$ cat config.mk
export PLATFORM = sky130hd
export DESIGN_NAME = mru_ordered_tag_cache_core
export DESIGN_NICKNAME = d
export VERILOG_FILES = /design/src/rtl/core/mruc_pkg.sv /design/src/rtl/core/mruc_order_ram.sv /design/src/rtl/core/mruc_tag_ram.sv /design/src/rtl/core/mru_ordered_tag_cache_core.sv
export SDC_FILE = /design/constraint.sdc
export NUM_CORES = 2
export LEC_CHECK = 0
export BUFFER_PORTS_ARGS = -buffer_cell sky130_fd_sc_hd__buf_4
export CORE_MARGIN = 2
export CORE_UTILIZATION = 40
export CTS_CLUSTER_DIAMETER = 120
export DETAILED_ROUTE_END_ITERATION = 8
export HOLD_SLACK_MARGIN = 0.15
export PLACE_DENSITY_LB_ADDON = 0.1
export SYNTH_ARGS = -nofsm -noshare
export SYNTH_HDL_FRONTEND = slang
export SYNTH_SLANG_ARGS = --single-unit
$ cat constraint.sdc
create_clock -name clk -period 6.3 [get_ports clk]
set_clock_uncertainty 0.15 [all_clocks]
set_input_delay 0.315 -clock clk [delete_from_list [all_inputs] [get_ports clk]]
set_output_delay 0.315 -clock clk [all_outputs]
set_load 0.02 [all_outputs]
$ cat src/rtl/core/mruc_pkg.sv
`timescale 1ns / 1ps
// ----------------------------------------------------------------------------
// mruc_pkg
// Shared types and constants for the MRU ordered tag cache.
// ----------------------------------------------------------------------------
package mruc_pkg;

	// Default number of cache entries.
	localparam int DEF_CACHE_ENTRIES = 16;

	// Width of one key coordinate.
	localparam int KEY_W = 32;

	// Width of the slot and order depth fields of a response.
	localparam int RSP_IDX_W = 4;

	// One stored tag: both key coordinates.
	typedef struct packed {
		logic [KEY_W-1:0] key_x;
		logic [KEY_W-1:0] key_z;
	} tag_word_t;

endpackage

$ cat src/rtl/core/mruc_order_ram.sv
`timescale 1ns / 1ps
// ----------------------------------------------------------------------------
// mruc_order_ram
// Order list memory: one write and one read port, registered read data.
// An entry that has never been written reads as its own index.
// ----------------------------------------------------------------------------
module mruc_order_ram #(
	parameter int ENTRIES = mruc_pkg::DEF_CACHE_ENTRIES,
	localparam int IDX_W = (ENTRIES > 1) ? $clog2(ENTRIES) : 1
) (
	input  logic             clk,
	input  logic             arst_n,
	input  logic             we,
	input  logic [IDX_W-1:0] waddr,
	input  logic [IDX_W-1:0] wdata,
	input  logic [IDX_W-1:0] raddr,
	output logic [IDX_W-1:0] rdata
);

	logic [IDX_W-1:0]   mem [ENTRIES];
	logic [ENTRIES-1:0] written_q;
	logic [IDX_W-1:0]   rdata_q;
	logic [IDX_W-1:0]   raddr_q;
	logic               rwritten_q;

	always_ff @(posedge clk) begin
		if (we) begin
			mem[waddr] <= wdata;
		end
		rdata_q <= mem[raddr];
		raddr_q <= raddr;
	end

	always_ff @(posedge clk or negedge arst_n) begin
		if (!arst_n) begin
			written_q  <= '0;
			rwritten_q <= 1'b0;
		end else begin
			if (we) begin
				written_q[waddr] <= 1'b1;
			end
			rwritten_q <= written_q[raddr];
		end
	end

	// After reset the order is the identity.
	assign rdata = rwritten_q ? rdata_q : raddr_q;

endmodule

$ cat src/rtl/core/mruc_tag_ram.sv
`timescale 1ns / 1ps
// ----------------------------------------------------------------------------
// mruc_tag_ram
// Tag memory indexed by slot, with a valid flag per slot.
// Read data and valid flag are registered.
// ----------------------------------------------------------------------------
module mruc_tag_ram #(
	parameter int ENTRIES = mruc_pkg::DEF_CACHE_ENTRIES,
	localparam int IDX_W = (ENTRIES > 1) ? $clog2(ENTRIES) : 1
) (
	input  logic                clk,
	input  logic                arst_n,
	input  logic                we,
	input  logic [IDX_W-1:0]    waddr,
	input  mruc_pkg::tag_word_t wdata,
	input  logic [IDX_W-1:0]    raddr,
	output mruc_pkg::tag_word_t rdata,
	output logic                rvalid
);

	mruc_pkg::tag_word_t mem [ENTRIES];
	logic [ENTRIES-1:0]  valid_q;
	mruc_pkg::tag_word_t rdata_q;
	logic                rvalid_q;

	always_ff @(posedge clk) begin
		if (we) begin
			mem[waddr] <= wdata;
		end
		rdata_q <= mem[raddr];
	end

	// A slot that has never received a key never hits.
	always_ff @(posedge clk or negedge arst_n) begin
		if (!arst_n) begin
			valid_q  <= '0;
			rvalid_q <= 1'b0;
		end else begin
			if (we) begin
				valid_q[waddr] <= 1'b1;
			end
			rvalid_q <= valid_q[raddr];
		end
	end

	assign rdata  = rdata_q;
	assign rvalid = rvalid_q;

endmodule

$ cat src/rtl/core/mru_ordered_tag_cache_core.sv
`timescale 1ns / 1ps
// ----------------------------------------------------------------------------
// mru_ordered_tag_cache_core
// Fully associative tag cache kept in most-recently-used order.
// ----------------------------------------------------------------------------
// A request (key_x, key_z) transfers on req_valid with req_stall low. The
// order list is searched from the front, one position per cycle, through a
// two-stage read pipeline (order list, then tags). A hit at depth d moves that
// slot to the front; a miss writes the key into the slot at the back and moves
// it to the front. The move shifts one order entry per cycle through the
// order list's single write port.
// One response (hit, slot, order_depth) transfers on rsp_valid with rsp_stall
// low. The next request is taken in the cycle after the response is loaded;
// until then req_stall stays high and no new request is taken.
// The response sits in an output register: a stalled response holds while the
// next request is already being worked on, and that one then waits for the
// register to free up before it completes.
// Reset empties the cache and sets the order to slot 0 at the front; no
// clearing pass is needed, the block takes a request straight after reset.
// ----------------------------------------------------------------------------
module mru_ordered_tag_cache_core #(
	parameter int CACHE_ENTRIES = mruc_pkg::DEF_CACHE_ENTRIES
) (
	input  logic                             clk,
	input  logic                             arst_n,
	input  logic                             req_valid,
	output logic                             req_stall,
	input  logic signed [mruc_pkg::KEY_W-1:0] key_x,
	input  logic signed [mruc_pkg::KEY_W-1:0] key_z,
	output logic                             rsp_valid,
	input  logic                             rsp_stall,
	output logic                             hit,
	output logic [mruc_pkg::RSP_IDX_W-1:0]   slot,
	output logic [mruc_pkg::RSP_IDX_W-1:0]   order_depth
);

	localparam int IDX_W = (CACHE_ENTRIES > 1) ? $clog2(CACHE_ENTRIES) : 1;
	localparam int CNT_W = $clog2(CACHE_ENTRIES + 1);
	localparam int RW    = mruc_pkg::RSP_IDX_W;

	typedef enum logic [1:0] {
		S_IDLE,
		S_SEARCH,
		S_SHIFT,
		S_FRONT
	} state_t;

	state_t              state_q;
	mruc_pkg::tag_word_t key_q;
	logic [CNT_W-1:0]    srch_pos_q;
	logic                vld_s1;
	logic [IDX_W-1:0]    pos_s1;
	logic                vld_s2;
	logic [IDX_W-1:0]    pos_s2;
	logic [IDX_W-1:0]    slot_s2;
	logic [IDX_W-1:0]    sh_j_q;
	logic                sh_wv_s1;
	logic [IDX_W-1:0]    sh_wa_s1;
	logic                hit_q;
	logic [IDX_W-1:0]    slot_q;
	logic [IDX_W-1:0]    depth_q;
	logic                rsp_valid_q;
	logic                rsp_hit_q;
	logic [IDX_W-1:0]    rsp_slot_q;
	logic [IDX_W-1:0]    rsp_depth_q;

	logic                ord_we;
	logic [IDX_W-1:0]    ord_waddr;
	logic [IDX_W-1:0]    ord_wdata;
	logic [IDX_W-1:0]    ord_raddr;
	logic [IDX_W-1:0]    ord_rdata;
	logic                tag_we;
	mruc_pkg::tag_word_t tag_rdata;
	logic                tag_rvalid;
	logic                match;
	logic                rsp_free;
	logic [IDX_W+RW-1:0] slot_ext;
	logic [IDX_W+RW-1:0] depth_ext;

	mruc_order_ram #(
		.ENTRIES (CACHE_ENTRIES)
	) u_order_ram (
		.clk    (clk),
		.arst_n (arst_n),
		.we     (ord_we),
		.waddr  (ord_waddr),
		.wdata  (ord_wdata),
		.raddr  (ord_raddr),
		.rdata  (ord_rdata)
	);

	mruc_tag_ram #(
		.ENTRIES (CACHE_ENTRIES)
	) u_tag_ram (
		.clk    (clk),
		.arst_n (arst_n),
		.we     (tag_we),
		.waddr  (slot_q),
		.wdata  (key_q),
		.raddr  (ord_rdata),
		.rdata  (tag_rdata),
		.rvalid (tag_rvalid)
	);

	always_comb begin
		// Shift reads walk downwards while writes trail one place above, so a
		// read never meets an entry already written.
		if (state_q == S_SEARCH) begin
			ord_raddr = srch_pos_q[IDX_W-1:0];
		end else begin
			ord_raddr = sh_j_q - 1'b1;
		end
		ord_we    = (state_q == S_FRONT) || ((state_q == S_SHIFT) && sh_wv_s1);
		ord_waddr = (state_q == S_FRONT) ? '0 : sh_wa_s1;
		ord_wdata = (state_q == S_FRONT) ? slot_q : ord_rdata;
	end

	assign tag_we    = (state_q == S_FRONT) && !hit_q;
	assign match     = tag_rvalid && (tag_rdata == key_q);
	assign rsp_free  = !rsp_valid_q || !rsp_stall;
	assign req_stall = (state_q != S_IDLE);

	always_ff @(posedge clk or negedge arst_n) begin
		if (!arst_n) begin
			state_q     <= S_IDLE;
			key_q       <= '0;
			srch_pos_q  <= '0;
			vld_s1      <= 1'b0;
			pos_s1      <= '0;
			vld_s2      <= 1'b0;
			pos_s2      <= '0;
			slot_s2     <= '0;
			sh_j_q      <= '0;
			sh_wv_s1    <= 1'b0;
			sh_wa_s1    <= '0;
			hit_q       <= 1'b0;
			slot_q      <= '0;
			depth_q     <= '0;
			rsp_valid_q <= 1'b0;
			rsp_hit_q   <= 1'b0;
			rsp_slot_q  <= '0;
			rsp_depth_q <= '0;
		end else begin
			if (rsp_valid_q && !rsp_stall) begin
				rsp_valid_q <= 1'b0;
			end
			unique case (state_q)
				S_IDLE: begin
					if (req_valid) begin
						key_q.key_x <= key_x;
						key_q.key_z <= key_z;
						srch_pos_q  <= '0;
						vld_s1      <= 1'b0;
						vld_s2      <= 1'b0;
						state_q     <= S_SEARCH;
					end
				end
				S_SEARCH: begin
					if (srch_pos_q < CNT_W'(CACHE_ENTRIES)) begin
						vld_s1     <= 1'b1;
						pos_s1     <= srch_pos_q[IDX_W-1:0];
						srch_pos_q <= srch_pos_q + 1'b1;
					end else begin
						vld_s1 <= 1'b0;
					end
					vld_s2  <= vld_s1;
					pos_s2  <= pos_s1;
					slot_s2 <= ord_rdata;
					if (vld_s2) begin
						if (match) begin
							hit_q    <= 1'b1;
							slot_q   <= slot_s2;
							depth_q  <= pos_s2;
							sh_j_q   <= pos_s2;
							sh_wv_s1 <= 1'b0;
							vld_s1   <= 1'b0;
							vld_s2   <= 1'b0;
							state_q  <= S_SHIFT;
						end else if (pos_s2 == IDX_W'(CACHE_ENTRIES - 1)) begin
							// Miss: the slot at the back of the order is reused.
							hit_q    <= 1'b0;
							slot_q   <= slot_s2;
							depth_q  <= '0;
							sh_j_q   <= IDX_W'(CACHE_ENTRIES - 1);
							sh_wv_s1 <= 1'b0;
							vld_s1   <= 1'b0;
							vld_s2   <= 1'b0;
							state_q  <= S_SHIFT;
						end
					end
				end
				S_SHIFT: begin
					if (sh_j_q != '0) begin
						sh_wv_s1 <= 1'b1;
						sh_wa_s1 <= sh_j_q;
						sh_j_q   <= sh_j_q - 1'b1;
					end else begin
						sh_wv_s1 <= 1'b0;
						state_q  <= S_FRONT;
					end
				end
				S_FRONT: begin
					// The front and tag writes repeat harmlessly while the
					// output register is still occupied.
					if (rsp_free) begin
						rsp_valid_q <= 1'b1;
						rsp_hit_q   <= hit_q;
						rsp_slot_q  <= slot_q;
						rsp_depth_q <= depth_q;
						state_q     <= S_IDLE;
					end
				end
				default: begin
					state_q <= S_IDLE;
				end
			endcase
		end
	end

	assign slot_ext    = {{RW{1'b0}}, rsp_slot_q};
	assign depth_ext   = {{RW{1'b0}}, rsp_depth_q};
	assign rsp_valid   = rsp_valid_q;
	assign hit         = rsp_hit_q;
	assign slot        = slot_ext[RW-1:0];
	assign order_depth = depth_ext[RW-1:0];

endmodule

# ---- Word-level counts from Yosys, hierarchy flattened
# Memories as Yosys holds them, arrays and structs flattened. A register that Yosys moved wholly into a read port is not among the register bits.
# Index checks and enable logic that the tools add are counted.
dict set report totals {
  reg_bits 151
  mem_bits_rw 1088
  input_bits 68
  word_cells 130
  mem_count 2
}
dict set report op_classes {
  add_sub_neg 2
  n_lt_le_gt_ge 7
  eq_ne 12
  n_mux 54
  n_bitwise 2
  reduce_logical 27
}
# memory depth word_bits rd rd_ports_with_merged_regs wr line
set mem_list {}
lappend mem_list {u_tag_ram.mem 16 64 1 1 1 mruc_tag_ram.sv:21} ;# mruc_pkg::tag_word_t mem [ENTRIES];
lappend mem_list {u_order_ram.mem 16 4 1 1 1 mruc_order_ram.sv:20} ;# logic [IDX_W-1:0] mem [ENTRIES];
# op n
set ops {}
lappend ops {{$eq A64 B64 Y1} 1}
lappend ops {{$mux W4} 12}
lappend ops {{$or A16 B16 Y16} 2}
lappend ops {{$mux W1} 24}
lappend ops {{$lt A4 B5 Y1 const B} 4}
lappend ops {{$mux W2} 6}
lappend ops {{$mux W5} 2}
lappend ops {{$pmux W5 S2} 1}
lappend ops {{$reduce_and A2 Y1} 5}
lappend ops {{$reduce_and A3 Y1} 3}
lappend ops {{$bmux W1 S4} 2}
lappend ops {{$demux W1 S4} 2}
lappend ops {{$ge A4 B1 Y1 const B} 2}
lappend ops {{$ne A2 B2 Y1 const B} 4}
lappend ops {{$pmux W2 S4} 1}
lappend ops {{$pmux W4 S2} 1}
lappend ops {{$reduce_bool A2 Y1} 4}
lappend ops {{$logic_and A1 B1 Y1} 6}
lappend ops {{$pmux W1 S2} 3}
lappend ops {{$add A5 B1 Y5 const B} 1}
lappend ops {{$lt A5 B5 Y1 const B} 1}
lappend ops {{$reduce_and A5 Y1} 1}
lappend ops {{$eq A2 B2 Y1 const B} 2}
lappend ops {{$eq A4 B4 Y1 const B} 1}
lappend ops {{other kinds (9)} 13}

# ---- Logic depth before layout (Yosys ltp)
dict set report depth {
  depth_word 7
  mapped_depth 12
  depth_no_buf 10
}

# ---- Cells and area by module
# A second synthesis with hierarchy kept.
dict set report unflattened {
  hier_cells 2369
  area_unflattened_um2 49432.4
}
# module instances cells_per_inst area_each_um2
set modules_own_cells {}
lappend modules_own_cells {mruc_tag_ram 1 1689 40273.6}
lappend modules_own_cells {mru_ordered_tag_cache_core 1 501 5796.8}
lappend modules_own_cells {mruc_order_ram 1 179 3362.0}

# ---- Worst setup path after synthesis
# No wires, ideal clock.
dict set report synth_timing {
  path_type {register to register}
  from {register state_q[0]}
  to {register u_tag_ram.valid_q[0]}
  arrival_time_ns 5.797
  required_ns 6.058
  setup_slack_ns 0.261
  path_stages_with_launch 6
  path_buffers 0
  period_less_slack_ns 6.039
  cell_sequence {dfrtp_1 > ha_1 > nand2b_1 > nand2b_1 > nor3_1 > or2_2}
}
dict set report synth_between {
  elab_chain_len 2
}
# item line
set synth_lines {}
lappend synth_lines {{from (decl)} mru_ordered_tag_cache_core.sv:48} ;# state_t state_q;
lappend synth_lines {{from (signal assigned)} mru_ordered_tag_cache_core.sv:125} ;# state_q <= S_IDLE;
lappend synth_lines {{from (signal assigned)} mru_ordered_tag_cache_core.sv:155} ;# state_q <= S_SEARCH;
lappend synth_lines {{from (signal assigned)} mru_ordered_tag_cache_core.sv:178} ;# state_q <= S_SHIFT;
lappend synth_lines {{$eq A2 B2 Y1} mru_ordered_tag_cache_core.sv:118} ;# assign tag_we = (state_q == S_FRONT) && !hit_q;
lappend synth_lines {{$logic_and A1 B1 Y1} mru_ordered_tag_cache_core.sv:118}
lappend synth_lines {{to (signal assigned)} mruc_tag_ram.sv:36} ;# valid_q <= '0;
lappend synth_lines {{to (signal, indexed assignment)} mruc_tag_ram.sv:40} ;# valid_q[waddr] <= 1'b1;
lappend synth_lines {{to (decl)} mruc_tag_ram.sv:22} ;# logic [ENTRIES-1:0] valid_q;
# No other way between the ends.
# A chain may end at the register's enable or synchronous reset.

# ---- Final worst setup path
dict set report layout_timing {
  from {register state_q[1]}
  to {register u_order_ram.rdata_q[0] (read register of u_order_ram.mem)}
}
dict set report layout_between {
  elab_chain_len 2
}
# item line
set layout_lines {}
lappend layout_lines {{$eq A2 B1 Y1} mru_ordered_tag_cache_core.sv:108} ;# if (state_q == S_SEARCH) begin
lappend layout_lines {{$mux W4} mru_ordered_tag_cache_core.sv:108}
lappend layout_lines {{to (decl)} mruc_order_ram.sv:22} ;# logic [IDX_W-1:0] rdata_q;
# No other way between the ends.

==> results.cfg <==
[synth]
synthCells = 2580
synth_nets = 2655
async_flop_share_pct = 11.25
ys_seq_area_share_pct = 75.91
syn_area_per_cell_um2 = 19.30
ys_types = 64
synth_flop_cell = edfxtp_1
synth_edf_count = 1088
syn-cell-area_um2 = 49790
yosysWarnings = 0
synth-seq-cells = 1307

[cts]
clk_latency_ns = 0.76
cts_setup_buffers = 0
htree_levels = 4
cts_buffer_depth = 3
cts_root_buf = clkbuf_16
cts_buffers = 142
clkTransAtPathRegs_ns = 0.06
numClockSinks = 1307
cts_resized = 0
cts_tree = yes

[cells_and_area]
layout-drive-gt1-share_pct = 25.17
area_growth_pct = 16.99
nets = 2902
stdcell_area_um2 = 58250
utilization_pct = 47.11

[setup_path]
critPathLaunch = state_q[1]$_DFFE_PN0P_
path_max_fanout = 41
critPathKind = reg -> reg
cp.required_ns = 6.82
r2r_start = state_q[1]$_DFFE_PN0P_
startpoint_type = register
worstPathArrival_ns = 4.63
cp-end-kind = register

[route]
drc = 0
avgRoutedWirePerCell_um = 27.27
routed_wirelength_mm = 125.1
avgViaCountPerCell = 5.502
postRouteAntennaNets = 0
dr.pass1.iters = 5
drtIter0Drc = 1917
num_vias = 25240

[power_and_ir_drop]
leakage_nw = 19.53
vdd_drop_max_mv = 0.5282
power.total_mw = 29.26
power_density_nw_per_um2 = 502.4

[global_routing]
grt_pass1_wl_mm = 182.1
grt.overflow.total = 0
grt.total_usage_pct = 19.97
grtUsageMet2_pct = 32.64
grtUsageMet3_pct = 3.402
grt_max_degree = 132
antenna_found_initial = 2
grt.met1_usage_pct = 27.63
grt.busiest_layer = met2
grt_pass1_vias = 26220

[timing]
drv_slew = 0
min_period_over_period_pct = 65.18
grt_setup_unrepaired = false
fmax_mhz = 243.5
hold_viol_final = 0
max_slew_margin_pct = 11.94
min_period_ns = 4.106
setup_violations = 0
setup_tns_ns = 0
worst_slew_pin_slew_ns = 1.319

[floorplanning]
die_width_um = 356.8
die_y_um = 356.8
num_rows = 129
coreArea_um2 = 123600
start_util_pct = 40.27
dieArea_um2 = 127300
pin_count = 79

[placed_design]
place_congestion = 0.7760
hpwl_mm = 60.71
numPortBuffers = 78
dpl_cell_area_um2 = 52600

[worst_hold_path]
min_from = key_z[10]
hp-class = in -> reg

[run]
max-cap-violations = 0

[outcome]
run_status = complete, no violations
-- Yosys cell counts (all sizes together) (11+ instances only) --
cell | instances | area, um2
and3 | 14 | 87.58
a31oi | 72 | 450.4
dfxtp | 72 | 1441
a21oi | 19 | 95.09
buf | 46 | 239.0
nor2 | 46 | 172.7
mux4 | 260 | 5856
or2 | 32 | 200.2
dfrtp | 147 | 3679
inv | 26 | 97.59
edfxtp | 1088 | 32670
a311oi | 15 | 131.4
mux2 | 88 | 991.0
nor3 | 11 | 55.05
nand2 | 231 | 869.6
and2 | 65 | 406.6
a211oi | 68 | 520.5
nand3 | 29 | 150.1
xnor2 | 42 | 367.9
clkbuf | 85 | 319.1
nor2b | 15 | 93.84
o21ai | 12 | 71.32
-- what timing repair did --
item	4_1_cts	5_1_grt
hold buffers	110	0
hold endpoints to repair	179	0
endpoints found under the setup margin	0	0
-- through the flow --
step | cells | setup slack (ns) | hold slack, ns
after floorplan | 2580 | 0.2608 | -0.1306
after global placement | 4210 | 2.316 | 0.1835
after detailed placement | 4210 | 2.202 | 0.1910
after CTS | 4585 | 2.177 | 0.1501
after global routing | 4585 | 1.882 | 0.1768
final | 4587 | 2.194 | 0.2084
-- report_power, final --
group / internal [mW] / switching (mW) / leakage, nW
Combinational: 3.76 / 4.83 / 5.04
Sequential: 11.4 / 1.31 / 12.3
Clock: 4.64 / 3.37 / 2.23
-- metal layers --
| metal | vias to the layer above | part of all wire [%] | wire length (um) |
|---|---|---|---|
| met2 | 620 | 49 | 61090 |
| met4 | 2 | 2.3 | 2827 |
| li1 | 10800 | - | - |
| met1 | 13640 | 44 | 55450 |
| met5 | - | 0.0072 | 9 |
| met3 | 173 | 4.6 | 5733 |
-- cell usage in the layout, fill, tap and decap left out, drive strengths merged, types with 15 or more instances in the layout --
master          n
edfxtp       1088
mux4          260
nand2         231
clkbuf        202
dfrtp         147
buf           124
dlygate4sd3   109
mux2           88
a31oi          72
dfxtp          72
a211oi         68
and2           65
clkinv         49
nor2           46
xnor2          42
inv            36
or2            32
nand3          29
a21oi          19
a311oi         15
nor2b          15
-- sequential cells by signal (all words and copies together), names as in the netlist, 5 cells and up --
name / flops
u_tag_ram.mem: 1024
key_q: 64
u_order_ram.mem: 64
u_tag_ram.rdata: 64
u_order_ram.written_q: 16
u_tag_ram.valid_q: 16
srch_pos_q: 5
-- worst paths after layout --
| path | slack, ns | depth (start not counted) | end |
|---|---|---|---|
| setup / recovery | 2.19 | 11 | u_order_ram.rdata_q[0]$_DFF_P_ |
| hold / removal | 0.21 | 3 | key_q[10]$_DFFE_PN0P_ |
| setup reg to reg | 2.19 | 11 | u_order_ram.rdata_q[0]$_DFF_P_ |
| hold reg to reg | 0.31 | 1 | u_tag_ram.valid_q[2]$_DFFE_PN0P_ |
| max in group asynchronous | 4.56 | 4 | key_q[9]$_DFFE_PN0P_ |
| min in group asynchronous | 0.57 | 4 | key_q[25]$_DFFE_PN0P_ |
-- area by class of cell --
cell class / instances / area, um2
Fill cell: 10480 / 65390
Sequential cell: 1307 / 37790
Multi-Input combinational cell: 1116 / 11520
Clock buffer: 201 / 4020
Timing Repair Buffer: 234 / 2268
Tap cell: 1637 / 2048
Clock inverter: 64 / 500.5
Inverter: 26 / 97.59
Antenna cell: 2 / 5.005
-- critical path, cell delays in order (launching register included) --
cell,delay [ns]
dfrtp_1,0.39
inv_1,0.10
ha_1,0.18
buf_4,0.22
inv_1,0.27
mux2_2,0.69
inv_1,1.09
nand2_1,0.12
and3_1,0.24
a311oi_1,0.26
a31oi_1,0.10
a21oi_1,0.17
-- cells by family (layout without fill, tap and decap cells) --
logic type | count (synthesis) | in the layout | synth area share [%]
multiplexers | 358 | 358 | 13.95
XOR/XNOR | 50 | 50 | 0.8796
AND/OR/NAND/NOR | 482 | 482 | 4.644
other | 0 | 2 | 0
buffers and inverters | 157 | 525 | 1.317
AO/OA/AOI/OAI | 219 | 219 | 3.124
flip-flops | 1307 | 1307 | 75.91
adder cells (fa/ha/maj) | 7 | 7 | 0.1759
Power figures use the tool's default switching activity.
